File: config.mk
export PLATFORM = sky130hd
export DESIGN_NAME = tls_connection_state_tracker_top
export DESIGN_NICKNAME = d
export VERILOG_FILES = /design/src/rtl/tlscst_pkg.sv /design/src/rtl/tlscst_eval.sv /design/src/rtl/tls_connection_state_tracker_top.sv
export SDC_FILE = /design/constraint.sdc
export NUM_CORES = 1
export LEC_CHECK = 0
export CORE_AREA = 2 2 85 87
export CTS_CLUSTER_DIAMETER = 80
export DETAILED_ROUTE_END_ITERATION = 10
export DIE_AREA = 0 0 87 89
export DONT_BUFFER_PORTS = 1
export GPL_ROUTABILITY_DRIVEN = 0
export PLACE_DENSITY = 0.77
export REMOVE_ABC_BUFFERS = 1
export SYNTH_ARGS = -nofsm -noshare
export SYNTH_HDL_FRONTEND = slang
export SYNTH_SLANG_ARGS = --single-unit
File: constraint.sdc
create_clock -name clk_i -period 3.45 [get_ports clk_i]
set_clock_uncertainty 0.05 [all_clocks]
set_input_delay 0.345 -clock clk_i [delete_from_list [all_inputs] [get_ports clk_i]]
set_output_delay 0.345 -clock clk_i [all_outputs]
set_load 0.02 [all_outputs]
File: src/rtl/tlscst_pkg.sv
`timescale 1ns / 1ps
`default_nettype none
// ----------------------------------------------------------------------------
// TLS connection state tracker package
// State codes, request and response types, transition tables and the
// lookup helpers shared by the tracker modules.
// ----------------------------------------------------------------------------
package tlscst_pkg;

  localparam int unsigned NUM_STATES = 35;
  localparam int unsigned STATE_W    = 6;

  localparam logic [STATE_W-1:0] ST_UNINIT          = 6'd0;
  localparam logic [STATE_W-1:0] ST_INIT            = 6'd1;
  localparam logic [STATE_W-1:0] ST_CONNECTING      = 6'd2;
  localparam logic [STATE_W-1:0] ST_TCP_CONN        = 6'd3;
  localparam logic [STATE_W-1:0] ST_C_HS_INIT       = 6'd4;
  localparam logic [STATE_W-1:0] ST_C_HELLO_SENT    = 6'd5;
  localparam logic [STATE_W-1:0] ST_S_HELLO_RCVD    = 6'd6;
  localparam logic [STATE_W-1:0] ST_C_CERT_REQ      = 6'd7;
  localparam logic [STATE_W-1:0] ST_C_CERT_SENT     = 6'd8;
  localparam logic [STATE_W-1:0] ST_C_KEY_EXCH      = 6'd9;
  localparam logic [STATE_W-1:0] ST_C_CCS           = 6'd10;
  localparam logic [STATE_W-1:0] ST_C_FINISHED      = 6'd11;
  localparam logic [STATE_W-1:0] ST_S_HS_INIT       = 6'd12;
  localparam logic [STATE_W-1:0] ST_C_HELLO_RCVD    = 6'd13;
  localparam logic [STATE_W-1:0] ST_S_HELLO_SENT    = 6'd14;
  localparam logic [STATE_W-1:0] ST_S_CERT_SENT     = 6'd15;
  localparam logic [STATE_W-1:0] ST_S_KEY_EXCH      = 6'd16;
  localparam logic [STATE_W-1:0] ST_S_CERT_REQ      = 6'd17;
  localparam logic [STATE_W-1:0] ST_S_HELLO_DONE    = 6'd18;
  localparam logic [STATE_W-1:0] ST_C_CERT_RCVD     = 6'd19;
  localparam logic [STATE_W-1:0] ST_S_CCS           = 6'd20;
  localparam logic [STATE_W-1:0] ST_S_FINISHED      = 6'd21;
  localparam logic [STATE_W-1:0] ST_WANT_READ       = 6'd22;
  localparam logic [STATE_W-1:0] ST_WANT_WRITE      = 6'd23;
  localparam logic [STATE_W-1:0] ST_WANT_ASYNC      = 6'd24;
  localparam logic [STATE_W-1:0] ST_CERT_VALIDATING = 6'd25;
  localparam logic [STATE_W-1:0] ST_CONNECTED       = 6'd26;
  localparam logic [STATE_W-1:0] ST_RENEG_REQ       = 6'd27;
  localparam logic [STATE_W-1:0] ST_RENEG_PROG      = 6'd28;
  localparam logic [STATE_W-1:0] ST_SHUT_INIT       = 6'd29;
  localparam logic [STATE_W-1:0] ST_SHUT_SENT       = 6'd30;
  localparam logic [STATE_W-1:0] ST_SHUT_RCVD       = 6'd31;
  localparam logic [STATE_W-1:0] ST_SHUT_DONE       = 6'd32;
  localparam logic [STATE_W-1:0] ST_CLOSED          = 6'd33;
  localparam logic [STATE_W-1:0] ST_ERROR           = 6'd34;
  localparam logic [STATE_W-1:0] ST_LAST            = ST_ERROR;
  localparam logic [STATE_W-1:0] NO_NEXT            = 6'd63;

  localparam logic [7:0] ERR_WANT_READ      = 8'd2;
  localparam logic [7:0] ERR_WANT_WRITE     = 8'd3;
  localparam logic [7:0] ERR_WANT_ASYNC     = 8'd4;
  localparam logic [7:0] ERR_WANT_ASYNC_JOB = 8'd7;
  localparam logic [7:0] ERR_WANT_HELLO_CB  = 8'd8;

  typedef enum logic [1:0] {
    OP_CHECKED = 2'd0,
    OP_FORCED  = 2'd1,
    OP_RESULT  = 2'd2,
    OP_READY   = 2'd3
  } op_e;

  typedef struct packed {
    op_e               op;
    logic [STATE_W-1:0] target_state;
    logic              result_positive;
    logic [7:0]        error_code;
    logic              readable;
    logic              writable;
  } tlscst_req_t;

  typedef struct packed {
    logic               accepted;
    logic [STATE_W-1:0] prev_state;
    logic [STATE_W-1:0] next_state;
    logic               handshaking;
    logic               io_blocked;
    logic               data_allowed;
    logic               shutdown_allowed;
  } tlscst_rsp_t;

  typedef logic [NUM_STATES-1:0] row_t;

  function automatic row_t sb(logic [STATE_W-1:0] s);
    return row_t'(1) << s;
  endfunction

  localparam row_t CLIENT_TBL [NUM_STATES] = '{
    sb(ST_INIT) | sb(ST_ERROR),
    sb(ST_CONNECTING) | sb(ST_CLOSED) | sb(ST_ERROR),
    sb(ST_TCP_CONN) | sb(ST_CLOSED) | sb(ST_ERROR),
    sb(ST_C_HS_INIT) | sb(ST_CLOSED) | sb(ST_ERROR),
    sb(ST_C_HELLO_SENT) | sb(ST_WANT_WRITE) | sb(ST_WANT_READ) | sb(ST_ERROR),
    sb(ST_S_HELLO_RCVD) | sb(ST_WANT_READ) | sb(ST_ERROR),
    sb(ST_C_CERT_REQ) | sb(ST_C_KEY_EXCH) | sb(ST_CERT_VALIDATING) | sb(ST_WANT_READ)
      | sb(ST_ERROR),
    sb(ST_C_CERT_SENT) | sb(ST_C_KEY_EXCH) | sb(ST_WANT_ASYNC) | sb(ST_ERROR),
    sb(ST_C_KEY_EXCH) | sb(ST_WANT_WRITE) | sb(ST_ERROR),
    sb(ST_C_CCS) | sb(ST_WANT_WRITE) | sb(ST_ERROR),
    sb(ST_C_FINISHED) | sb(ST_WANT_WRITE) | sb(ST_ERROR),
    sb(ST_CONNECTED) | sb(ST_WANT_READ) | sb(ST_ERROR),
    '0, '0, '0, '0, '0, '0, '0, '0, '0, '0,
    sb(ST_C_HS_INIT) | sb(ST_C_HELLO_SENT) | sb(ST_S_HELLO_RCVD) | sb(ST_C_FINISHED)
      | sb(ST_CONNECTED) | sb(ST_ERROR),
    sb(ST_C_HS_INIT) | sb(ST_C_CERT_SENT) | sb(ST_C_KEY_EXCH) | sb(ST_C_CCS)
      | sb(ST_C_FINISHED) | sb(ST_ERROR),
    sb(ST_C_CERT_SENT) | sb(ST_C_KEY_EXCH) | sb(ST_ERROR),
    sb(ST_C_KEY_EXCH) | sb(ST_ERROR),
    sb(ST_RENEG_REQ) | sb(ST_SHUT_INIT) | sb(ST_SHUT_RCVD) | sb(ST_ERROR),
    sb(ST_RENEG_PROG) | sb(ST_CONNECTED) | sb(ST_ERROR),
    sb(ST_CONNECTED) | sb(ST_WANT_READ) | sb(ST_WANT_WRITE) | sb(ST_ERROR),
    sb(ST_SHUT_SENT) | sb(ST_CLOSED) | sb(ST_ERROR),
    sb(ST_SHUT_RCVD) | sb(ST_SHUT_DONE) | sb(ST_CLOSED) | sb(ST_ERROR),
    sb(ST_SHUT_SENT) | sb(ST_SHUT_DONE) | sb(ST_CLOSED) | sb(ST_ERROR),
    sb(ST_CLOSED),
    '0, '0
  };

  localparam row_t SERVER_TBL [NUM_STATES] = '{
    sb(ST_INIT) | sb(ST_ERROR),
    sb(ST_TCP_CONN) | sb(ST_CLOSED) | sb(ST_ERROR),
    '0,
    sb(ST_S_HS_INIT) | sb(ST_CLOSED) | sb(ST_ERROR),
    '0, '0, '0, '0, '0, '0, '0, '0,
    sb(ST_C_HELLO_RCVD) | sb(ST_WANT_READ) | sb(ST_ERROR),
    sb(ST_S_HELLO_SENT) | sb(ST_WANT_ASYNC) | sb(ST_ERROR),
    sb(ST_S_CERT_SENT) | sb(ST_WANT_WRITE) | sb(ST_ERROR),
    sb(ST_S_KEY_EXCH) | sb(ST_S_CERT_REQ) | sb(ST_S_HELLO_DONE) | sb(ST_WANT_WRITE)
      | sb(ST_ERROR),
    sb(ST_S_CERT_REQ) | sb(ST_S_HELLO_DONE) | sb(ST_WANT_WRITE) | sb(ST_ERROR),
    sb(ST_S_HELLO_DONE) | sb(ST_WANT_WRITE) | sb(ST_ERROR),
    sb(ST_C_CERT_RCVD) | sb(ST_S_CCS) | sb(ST_WANT_READ) | sb(ST_ERROR),
    sb(ST_CERT_VALIDATING) | sb(ST_S_CCS) | sb(ST_WANT_READ) | sb(ST_ERROR),
    sb(ST_S_FINISHED) | sb(ST_WANT_READ) | sb(ST_ERROR),
    sb(ST_CONNECTED) | sb(ST_WANT_WRITE) | sb(ST_ERROR),
    sb(ST_C_HELLO_RCVD) | sb(ST_C_CERT_RCVD) | sb(ST_S_CCS) | sb(ST_CONNECTED)
      | sb(ST_ERROR),
    sb(ST_S_HELLO_SENT) | sb(ST_S_CERT_SENT) | sb(ST_S_KEY_EXCH) | sb(ST_S_CERT_REQ)
      | sb(ST_S_HELLO_DONE) | sb(ST_S_FINISHED) | sb(ST_ERROR),
    sb(ST_S_HELLO_SENT) | sb(ST_ERROR),
    sb(ST_S_CCS) | sb(ST_ERROR),
    sb(ST_RENEG_REQ) | sb(ST_SHUT_INIT) | sb(ST_SHUT_RCVD) | sb(ST_ERROR),
    sb(ST_RENEG_PROG) | sb(ST_CONNECTED) | sb(ST_ERROR),
    sb(ST_CONNECTED) | sb(ST_WANT_READ) | sb(ST_WANT_WRITE) | sb(ST_ERROR),
    sb(ST_SHUT_SENT) | sb(ST_CLOSED) | sb(ST_ERROR),
    sb(ST_SHUT_RCVD) | sb(ST_SHUT_DONE) | sb(ST_CLOSED) | sb(ST_ERROR),
    sb(ST_SHUT_SENT) | sb(ST_SHUT_DONE) | sb(ST_CLOSED) | sb(ST_ERROR),
    sb(ST_CLOSED),
    '0, '0
  };

  function automatic logic move_allowed(logic server, logic [STATE_W-1:0] from,
                                        logic [STATE_W-1:0] to);
    row_t row;
    row = '0;
    if (from <= ST_LAST) begin
      row = server ? SERVER_TBL[from] : CLIENT_TBL[from];
    end
    return (to <= ST_LAST) && row[to];
  endfunction

  function automatic logic [STATE_W-1:0] next_handshake(logic server,
                                                        logic [STATE_W-1:0] s);
    logic [STATE_W-1:0] nxt;
    nxt = NO_NEXT;
    if (server) begin
      unique case (s)
        ST_S_HS_INIT:    nxt = ST_C_HELLO_RCVD;
        ST_C_HELLO_RCVD: nxt = ST_S_HELLO_SENT;
        ST_S_HELLO_SENT: nxt = ST_S_CERT_SENT;
        ST_S_CERT_SENT:  nxt = ST_S_HELLO_DONE;
        ST_S_HELLO_DONE: nxt = ST_C_CERT_RCVD;
        ST_C_CERT_RCVD:  nxt = ST_S_CCS;
        ST_S_CCS:        nxt = ST_S_FINISHED;
        ST_S_FINISHED:   nxt = ST_CONNECTED;
        default:         nxt = NO_NEXT;
      endcase
    end else begin
      unique case (s)
        ST_C_HS_INIT:    nxt = ST_C_HELLO_SENT;
        ST_C_HELLO_SENT: nxt = ST_S_HELLO_RCVD;
        ST_S_HELLO_RCVD: nxt = ST_C_KEY_EXCH;
        ST_C_KEY_EXCH:   nxt = ST_C_CCS;
        ST_C_CCS:        nxt = ST_C_FINISHED;
        ST_C_FINISHED:   nxt = ST_CONNECTED;
        default:         nxt = NO_NEXT;
      endcase
    end
    return nxt;
  endfunction

  function automatic logic [STATE_W-1:0] error_target(logic [7:0] code);
    logic [STATE_W-1:0] t;
    unique case (code)
      ERR_WANT_READ:      t = ST_WANT_READ;
      ERR_WANT_WRITE:     t = ST_WANT_WRITE;
      ERR_WANT_ASYNC,
      ERR_WANT_ASYNC_JOB,
      ERR_WANT_HELLO_CB:  t = ST_WANT_ASYNC;
      default:            t = ST_ERROR;
    endcase
    return t;
  endfunction

  function automatic logic in_handshake(logic [STATE_W-1:0] s);
    return ((s >= ST_C_HS_INIT) && (s <= ST_CERT_VALIDATING)) || (s == ST_RENEG_PROG);
  endfunction

endpackage
`default_nettype wire

File: src/rtl/tlscst_eval.sv
`timescale 1ns / 1ps
`default_nettype none
// ----------------------------------------------------------------------------
// TLS connection state tracker: request evaluation
// Decodes one request against the current state and mode, checks the move
// against the transition table and forms the response with its status flags.
// ----------------------------------------------------------------------------
module tlscst_eval (
  input  wire logic                              server_mode_i,
  input  wire logic [tlscst_pkg::STATE_W-1:0]    state_i,
  input  wire tlscst_pkg::tlscst_req_t           req_i,
  output tlscst_pkg::tlscst_rsp_t                rsp_o
);

  logic [tlscst_pkg::STATE_W-1:0] hs_next;
  logic [tlscst_pkg::STATE_W-1:0] err_next;
  logic [tlscst_pkg::STATE_W-1:0] cand;
  logic [tlscst_pkg::STATE_W-1:0] state_nxt;
  logic                           want_check;
  logic                           forced;
  logic                           success;
  logic                           accepted;

  assign hs_next  = tlscst_pkg::next_handshake(server_mode_i, state_i);
  assign err_next = tlscst_pkg::error_target(req_i.error_code);

  always_comb begin
    cand       = req_i.target_state;
    want_check = 1'b0;
    forced     = 1'b0;
    success    = 1'b0;
    unique case (req_i.op)
      tlscst_pkg::OP_CHECKED: begin
        want_check = 1'b1;
      end
      tlscst_pkg::OP_FORCED: begin
        forced = (req_i.target_state <= tlscst_pkg::ST_LAST);
      end
      tlscst_pkg::OP_RESULT: begin
        if (req_i.result_positive) begin
          success = 1'b1;
        end else begin
          cand       = err_next;
          want_check = (err_next != state_i);
        end
      end
      tlscst_pkg::OP_READY: begin
        success = ((state_i == tlscst_pkg::ST_WANT_READ) && req_i.readable) ||
                  ((state_i == tlscst_pkg::ST_WANT_WRITE) && req_i.writable);
      end
      default: begin
        want_check = 1'b0;
      end
    endcase
    // success advances the handshake when a next step exists
    if (success) begin
      cand       = hs_next;
      want_check = tlscst_pkg::in_handshake(state_i) && (hs_next != tlscst_pkg::NO_NEXT);
    end
  end

  always_comb begin
    accepted  = forced ||
                (want_check && tlscst_pkg::move_allowed(server_mode_i, state_i, cand));
    state_nxt = accepted ? cand : state_i;
  end

  always_comb begin
    rsp_o.accepted         = accepted;
    rsp_o.prev_state       = state_i;
    rsp_o.next_state       = state_nxt;
    rsp_o.handshaking      = tlscst_pkg::in_handshake(state_nxt);
    rsp_o.io_blocked       = (state_nxt >= tlscst_pkg::ST_WANT_READ) &&
                             (state_nxt <= tlscst_pkg::ST_CERT_VALIDATING);
    rsp_o.data_allowed     = (state_nxt == tlscst_pkg::ST_CONNECTED);
    rsp_o.shutdown_allowed = (state_nxt == tlscst_pkg::ST_CONNECTED) ||
                             (state_nxt == tlscst_pkg::ST_SHUT_RCVD);
  end

endmodule
`default_nettype wire

File: src/rtl/tls_connection_state_tracker_top.sv
`timescale 1ns / 1ps
`default_nettype none
// ----------------------------------------------------------------------------
// TLS connection state tracker
// Tracks the state of one TLS connection with client and server transition
// tables; each request produces one response with the old and new state.
// ----------------------------------------------------------------------------
// path: a taken request waits in the request register, then evaluation
//   writes the response register once the response side can take it
// throughput: one request per cycle while the response side is not stalled, set by the single state register update
// reset: state returns to Uninitialized, mode to client, both stages empty
// ----------------------------------------------------------------------------
module tls_connection_state_tracker_top (
  input  wire logic                     clk_i,
  input  wire logic                     rst_ni,
  input  wire logic                     cfg_we_i,
  input  wire logic                     cfg_wdata_i,
  input  wire logic                     in_valid_i,
  output logic                          in_ready_o,
  input  wire tlscst_pkg::tlscst_req_t  in_req_i,
  output logic                          out_valid_o,
  input  wire logic                     out_ready_i,
  output tlscst_pkg::tlscst_rsp_t       out_rsp_o
);

  logic                           server_mode_q;
  logic [tlscst_pkg::STATE_W-1:0] conn_state_q;
  logic                           req_valid_q;
  tlscst_pkg::tlscst_req_t        req_q;
  logic                           rsp_valid_q;
  tlscst_pkg::tlscst_rsp_t        rsp_q;
  tlscst_pkg::tlscst_rsp_t        rsp_d;
  logic                           fire;

  tlscst_eval u_eval (
    .server_mode_i (server_mode_q),
    .state_i       (conn_state_q),
    .req_i         (req_q),
    .rsp_o         (rsp_d)
  );

  assign fire        = req_valid_q && (!rsp_valid_q || out_ready_i);
  assign in_ready_o  = !req_valid_q || fire;
  assign out_valid_o = rsp_valid_q;
  assign out_rsp_o   = rsp_q;

  always_ff @(posedge clk_i or negedge rst_ni) begin
    if (!rst_ni) begin
      server_mode_q <= 1'b0;
      conn_state_q  <= tlscst_pkg::ST_UNINIT;
      req_valid_q   <= 1'b0;
      rsp_valid_q   <= 1'b0;
    end else begin
      if (cfg_we_i) begin
        server_mode_q <= cfg_wdata_i;
      end
      if (in_ready_o) begin
        req_valid_q <= in_valid_i;
      end
      if (fire) begin
        conn_state_q <= rsp_d.next_state;
        rsp_valid_q  <= 1'b1;
      end else if (out_ready_i) begin
        rsp_valid_q <= 1'b0;
      end
    end
  end

  always_ff @(posedge clk_i) begin
    if (in_ready_o && in_valid_i) begin
      req_q <= in_req_i;
    end
    if (fire) begin
      rsp_q <= rsp_d;
    end
  end

  a_state_range: assert property (@(posedge clk_i) disable iff (!rst_ni)
    conn_state_q <= tlscst_pkg::ST_LAST)
    else $error("connection state out of range");

  a_rsp_tracks_state: assert property (@(posedge clk_i) disable iff (!rst_ni)
    fire |=> (rsp_valid_q && (rsp_q.next_state == conn_state_q)))
    else $error("response new state differs from tracked state");

  a_reject_keeps_state: assert property (@(posedge clk_i) disable iff (!rst_ni)
    (rsp_valid_q && !rsp_q.accepted) |-> (rsp_q.next_state == rsp_q.prev_state))
    else $error("rejected request changed state");

  a_req_held: assert property (@(posedge clk_i) disable iff (!rst_ni)
    (req_valid_q && !fire) |=> (req_valid_q && $stable(req_q)))
    else $error("pending request lost");

endmodule
`default_nettype wire

# Word-level counts from Yosys, hierarchy flattened
# Memory sizes are Yosys's and may differ from the RTL's.
# Cells that the tools add are included.
dict set report word_totals {
  ff_bits 45
  mem_bits_ro 4672
  input_bits 25
  output_inout_bits 19
  n_memories 3
}
# memory words word_bits read_ports rd_clocked_by_memory_dff write_ports line
set memory_table {}
lappend memory_table {{(name not given)} 64 35 1 0 0 tlscst_pkg.sv:158} ;# row = server ? SERVER_TBL[from] : CLIENT_TBL[from];
lappend memory_table {{(name not given)} 64 35 1 0 0 tlscst_pkg.sv:158}
lappend memory_table {{(name not given)} 32 6 1 0 0 tlscst_pkg.sv:168} ;# unique case (s)
dict set report classes {
  order_cmp 10
  eq_ne 22
  mux 24
  bitwise_logic 1
  reduce_logical 22
}
# cell count
set ops {}
lappend ops {{two-way mux 35 bit} 6}
lappend ops {{equality test 6 x 5 -> 1 bit (second input constant)} 6}
lappend ops {{two-way mux 6 bit} 6}
lappend ops {{one-hot mux 6 bit (6 select lines)} 1}
lappend ops {{equality test 6 x 3 -> 1 bit (second input constant)} 3}
lappend ops {{equality test 6 x 4 -> 1 bit (second input constant)} 3}
lappend ops {{<= comparator 6 bit (second input constant)} 3}
lappend ops {{one-hot mux 6 bit (3 select lines)} 1}
lappend ops {{equality test 8 x 2 -> 1 bit (second input constant)} 2}
lappend ops {{equality test 8 x 3 -> 1 bit (second input constant)} 2}
lappend ops {{>= comparator 6 x 3 -> 1 bit (second input constant)} 2}
lappend ops {{<= comparator 6 x 5 -> 1 bit (second input constant)} 2}
lappend ops {{logical AND 1 bit} 10}
lappend ops {{equality test 8 x 4 -> 1 bit (second input constant)} 1}
lappend ops {{>= comparator 7 bit (second input constant)} 1}
lappend ops {{logical OR 1 bit} 7}
lappend ops {{less-than comparator 6 x 7 -> 1 bit (second input constant)} 1}
lappend ops {{two-way mux 1 bit} 7}
lappend ops {{inverter 6 -> 7 bit} 1}
lappend ops {{binary-select mux 1 bit (select 6 bit)} 1}
lappend ops {{>= comparator 6 x 5 -> 1 bit (second input constant)} 1}
lappend ops {{!= test 6 bit} 1}
lappend ops {{!= test 6 bit (second input constant)} 1}
lappend ops {{equality test 2 bit (second input constant)} 2}
lappend ops {{other kinds (6)} 8}

# Depth between registers and ports, before layout
dict set report logic_depth {
  ltp_word 15
  ltp_mapped 16
}

# By module
# Synthesis repeated with hierarchy kept, for this count alone.
dict set report unflattened {
  hier_cells 427
  area_unflattened_um2 3816.2
}
# module instances cells_per_inst area_each_um2 seq_area_each_um2
set modules_own_cells {}
lappend modules_own_cells {tlscst_eval 1 368 2352.3 0.0}
lappend modules_own_cells {tls_connection_state_tracker_top 1 59 1463.9 1306.3}

# Worst setup path before layout
# Ideal clock, no wire load.
dict set report synth_timing {
  kind {register to register}
  startpoint {reg conn_state_q[0] in the netlist's numbering}
  endpoint {reg rsp_q (netlist bit out_rsp_o[3]) (data pin)}
  setup_time_ns 0.268
  arrival_ns 3.441
  t_required_ns 3.132
  slack_ns -0.309
  stages_incl_launch_ff 16
  period_less_slack_ns 3.759
  path_cell_list {dfrtp_1 clkbuf_1 inv_1 ha_1 clkbuf_1 nor2b_1 o21ai_0 a21oi_1 a31oi_1 a2bb2oi_1 o32ai_1 a221o_1 o22a_2 a31oi_4 buf_6 o22ai_1}
}
# element line
set synth_rtl {}
lappend synth_rtl {{start, declared} tls_connection_state_tracker_top.sv:27} ;# logic [tlscst_pkg::STATE_W-1:0] conn_state_q;
lappend synth_rtl {{start signal, assigned} tls_connection_state_tracker_top.sv:50} ;# conn_state_q <= tlscst_pkg::ST_UNINIT;
lappend synth_rtl {{start signal, assigned} tls_connection_state_tracker_top.sv:61} ;# conn_state_q <= rsp_d.next_state;
lappend synth_rtl {{end signal, assigned} tls_connection_state_tracker_top.sv:74} ;# rsp_q <= rsp_d;
lappend synth_rtl {{end, declared} tls_connection_state_tracker_top.sv:31} ;# tlscst_pkg::tlscst_rsp_t rsp_q;

# Worst setup path in the final report
dict set report layout_timing {
  startpoint {reg conn_state_q[0] in the netlist's numbering}
  endpoint {reg conn_state_q[1] in the netlist's numbering}
}
dict set report layout_via {
  elab_chain_cells 12
  word_cells_on_any_way 45
  cone_classes {4 x order compare; 11 x eq/ne; 17 x mux; 1 x bitwise; 9 x reduce/logical; 3 x memory}
}
# element line
set layout_lines {}
lappend layout_lines {{inverter 6 -> 7 bit (implied by the code)} tlscst_pkg.sv:158}
lappend layout_lines {{memory read (64 x 35 bit)} --}
lappend layout_lines {{two-way mux 35 bit (implied by the code) (2 in series)} tlscst_pkg.sv:158}
lappend layout_lines {{two-way mux 35 bit} tlscst_pkg.sv:158}
lappend layout_lines {{two-way mux 35 bit} tlscst_pkg.sv:157} ;# if (from <= ST_LAST) begin
lappend layout_lines {{binary-select mux 1 bit (select 6 bit)} tlscst_pkg.sv:160} ;# return (to <= ST_LAST) && row[to];
lappend layout_lines {{two-way mux 1 bit (implied by the code)} tlscst_pkg.sv:160}
lappend layout_lines {{logical AND 1 bit} tlscst_pkg.sv:160}
lappend layout_lines {{logical AND 1 bit} tlscst_eval.sv:64} ;# (want_check && tlscst_pkg::move_allowed(server_mode_i, state_i, cand));
lappend layout_lines {{logical OR 1 bit} tlscst_eval.sv:63} ;# accepted = forced ||
lappend layout_lines {{two-way mux 6 bit *} tlscst_eval.sv:65} ;# state_nxt = accepted ? cand : state_i;
# Mark *: on every way between the ends. The rest lies on a longest branch, timed or not. The select of a mux whose other input is x is not followed.
# A chain may end at the register's enable or synchronous reset.

==> flow_metrics.tcl <==
set metrics [dict create \
    status "finished with violations" \
    failed_checks "design-rule violations, negative setup slack" \
    yosys-top-cells-area "edfxtp_1 (28%), dfrtp_1 (5.8%), mux2i_1 (5.2%), o21ai_0 (3.6%), nand2_1 (3.5%)" \
    core_area_mm2 0.00672 \
    min_path_type "in -> reg" \
    yosys.cell_types.count 86 \
    synth_area_mm2 0.00387 \
    fin_setup_tns_ns -3.88 \
    ios 44 \
    p_total_uw 2680 \
    cp_max_fo 7 \
    peakVddDrop_uv 433 \
    synth_compound_area_share_pct 27.8 \
    grt_pass1_wl_um 19800 \
    antenna_found_initial 0 \
    fin_cells 589 \
    ys_seq_elements 45 \
    cts.clk_slew.worst_paths_ns 0.09 \
    clk_latency_ns 0.31 \
    yosysTopAreaCellShare_pct 27.9 \
    dp_cells 564 \
    crit_type "reg -> reg" \
    yosysSeqAreaShare_pct 33.7 \
    antennaDiodeCount 0 \
    tightest_slew_ns 0.940 \
    fin_crit_sh_pct 119 \
    async_flop_share_pct 20.0 \
    dp.final_hpwl_um 9040 \
    worst_setup_path_end_kind "flop" \
    fp.dieW_um 87 \
    h-tree-depth 2 \
    drtPass1Iterations 11 \
    required_ns 3.52 \
    design_area_mm2 0.00513 \
    rsz0062_at_grt "true" \
    placed_cell_area_mm2 0.00448 \
    final.setup.worst_slack_ns -0.647 \
    via_per_inst 7.68 \
    area_growth_pct 32.6 \
    grt_use_total_pct 33.0 \
    synthXorXnorAreaFrac_pct 1.55 \
    synth-edff-count 36 \
    seq_area_mm2 0.00131 \
    die_h_um 89 \
    wirelength_um 15600 \
    wl_per_cell_um 26.4 \
    yosysWarnings 0 \
    fmax_mhz 244 \
    synth_top_area_cell "edfxtp_1" \
    grt_max_degree 22 \
    synth-simple-area-share_pct 23.1 \
    drive_above_1_share_pct 35.0 \
    slew_headroom_pct 37.3 \
    cts_buffers 5 \
    p_leak_uw 0.00192 \
    syn_inst 428 \
    remaining_drc_errors 12 \
    ant_nets 0 \
    nets 541 \
    clk_path_buf_depth 2 \
    cp-start-kind "flop" \
    cts_tree "done" \
    power.density_mw_per_mm2 522 \
    overflow 0 \
    synthAdderAreaFrac_pct 2.59 \
    dieArea_mm2 0.00774 \
    routed-via-count 4525 \
    cts_sinks 45 \
    drt_iter0_drc 1019 \
    rows 30 \
    finalCriticalPeriod_ns 4.10 \
    synthFlopType "edfxtp_1" \
    fillers 381 \
    synthMuxAreaShare_pct 5.75 \
    setup_violations 15 \
    synth_top_family_by_area "compound AO/OA/AOI/OAI gates" \
    io_buffer_count 0 \
    maxCapViolations 0 \
    start_util_pct 57.6 \
    hold_viol 0 \
    final_common_cell "buf_4" \
    postSynthAreaPerCell_um2 9.04 \
    cts-root-buf "clkbuf_8" \
    final_cell_mix "buf_4 (93), edfxtp_1 (36), nand2_1 (35)" \
    arrival_ns 4.17 \
    slew_violations 0 \
    grt_pass1_vias 4023 \
    multi_input_area_mm2 0.00271 \
]
[where the power goes]
part	total [uW]	internal, uW	switching (uW)	leakage [uW]
Combinational	1530	642	885	0.00144
Sequential	767	669	98.2	0.000430
Clock	383	193	191	0.0000584
[routing by layer]
metal	wire length (um)	global-route usage (%)
met5	0	0
met2	6690	51.8
met3	2190	8.68
met1	5150	39.9
met4	1540	22.0
[per-stage QoR]
step                      utilization [%]  hold slack, ns  worst slack (ns)
after detailed placement             66.6       -0.000221            -0.160
after global placement               66.6       -0.000270            -0.157
final                                76.4          0.0773            -0.647
after CTS                            70.4          0.0803           0.00469
after floorplan                         -       -0.000591            -0.508
after global routing                 76.4          0.0716            -0.528
[cell type report]
cell class                 instances  area share (%)
tap                               80            1.95
clock inverter                     2           0.390
timing repair buffer             105            16.6
multi-input combinational        341            52.8
clock buffer                       6            1.83
inverter                          10           0.829
sequential                        45            25.5
[synthesized netlist by cell type (8+ instances only)]
cell type / count
edfxtp_1: 36
nand2_1: 36
nor2_1: 35
o21ai_0: 28
nand3_1: 21
mux2i_1: 20
a21oi_1: 19
clkbuf_1: 13
nor2b_1: 12
inv_1: 10
buf_2: 9
dfrtp_1: 9
ha_1: 8
nor3_1: 8
[critical path: stages (launching register included)]
cell and delay, ns:
dfrtp_2 0.43, buf_4 0.15, ha_4 0.20, nand3b_1 0.20
o21ai_4 0.29, nor2_2 0.12, o32a_4 0.47, a2111oi_2 0.43
a31oi_1 0.13, a2bb2o_4 0.25, o22a_4 0.25, a21oi_1 0.70
a2111oi_4 0.24
[registers in the layout, summed over array words and instances, names as in the netlist]
register,cells
req_valid_q,1
out_valid_o,1
conn_state_q,6
out_rsp_o,17
req_q,19
server_mode_q,1
[final timing paths]
check                           startpoint         endpoint  slack (ns)  depth (start not counted)
max                        conn_state_q[0]  conn_state_q[1]       -0.65                         12
min                            in_req_i[5]         req_q[5]        0.08                          0
max reg2reg                conn_state_q[0]  conn_state_q[1]       -0.65                         12
min reg2reg                    req_valid_q      out_valid_o        0.49                          1
max in group asynchronous           rst_ni  conn_state_q[0]        2.68                          1
min in group asynchronous           rst_ni  conn_state_q[4]        0.35                          1
[cells by family (layout without fill, tap and decap cells)]
logic type / after synthesis / count (layout)
simple gates: 165 / 165
xor+xnor: 6 / 6
flops: 45 / 45
compound gates: 139 / 140
buf+inv: 43 / 123
fa+ha+maj: 8 / 8
mux: 22 / 22
[repair_timing]
action                                  CTS  global route
cloned                                    1             0
hold endpoints to repair                  9             0
gates resized for setup                  26            51
hold buffers                              1             0
setup buffers                             3            12
endpoints found under the setup margin   15            17
pin swaps                                 9            23
Note: power is estimated with default switching activity, not from simulation.
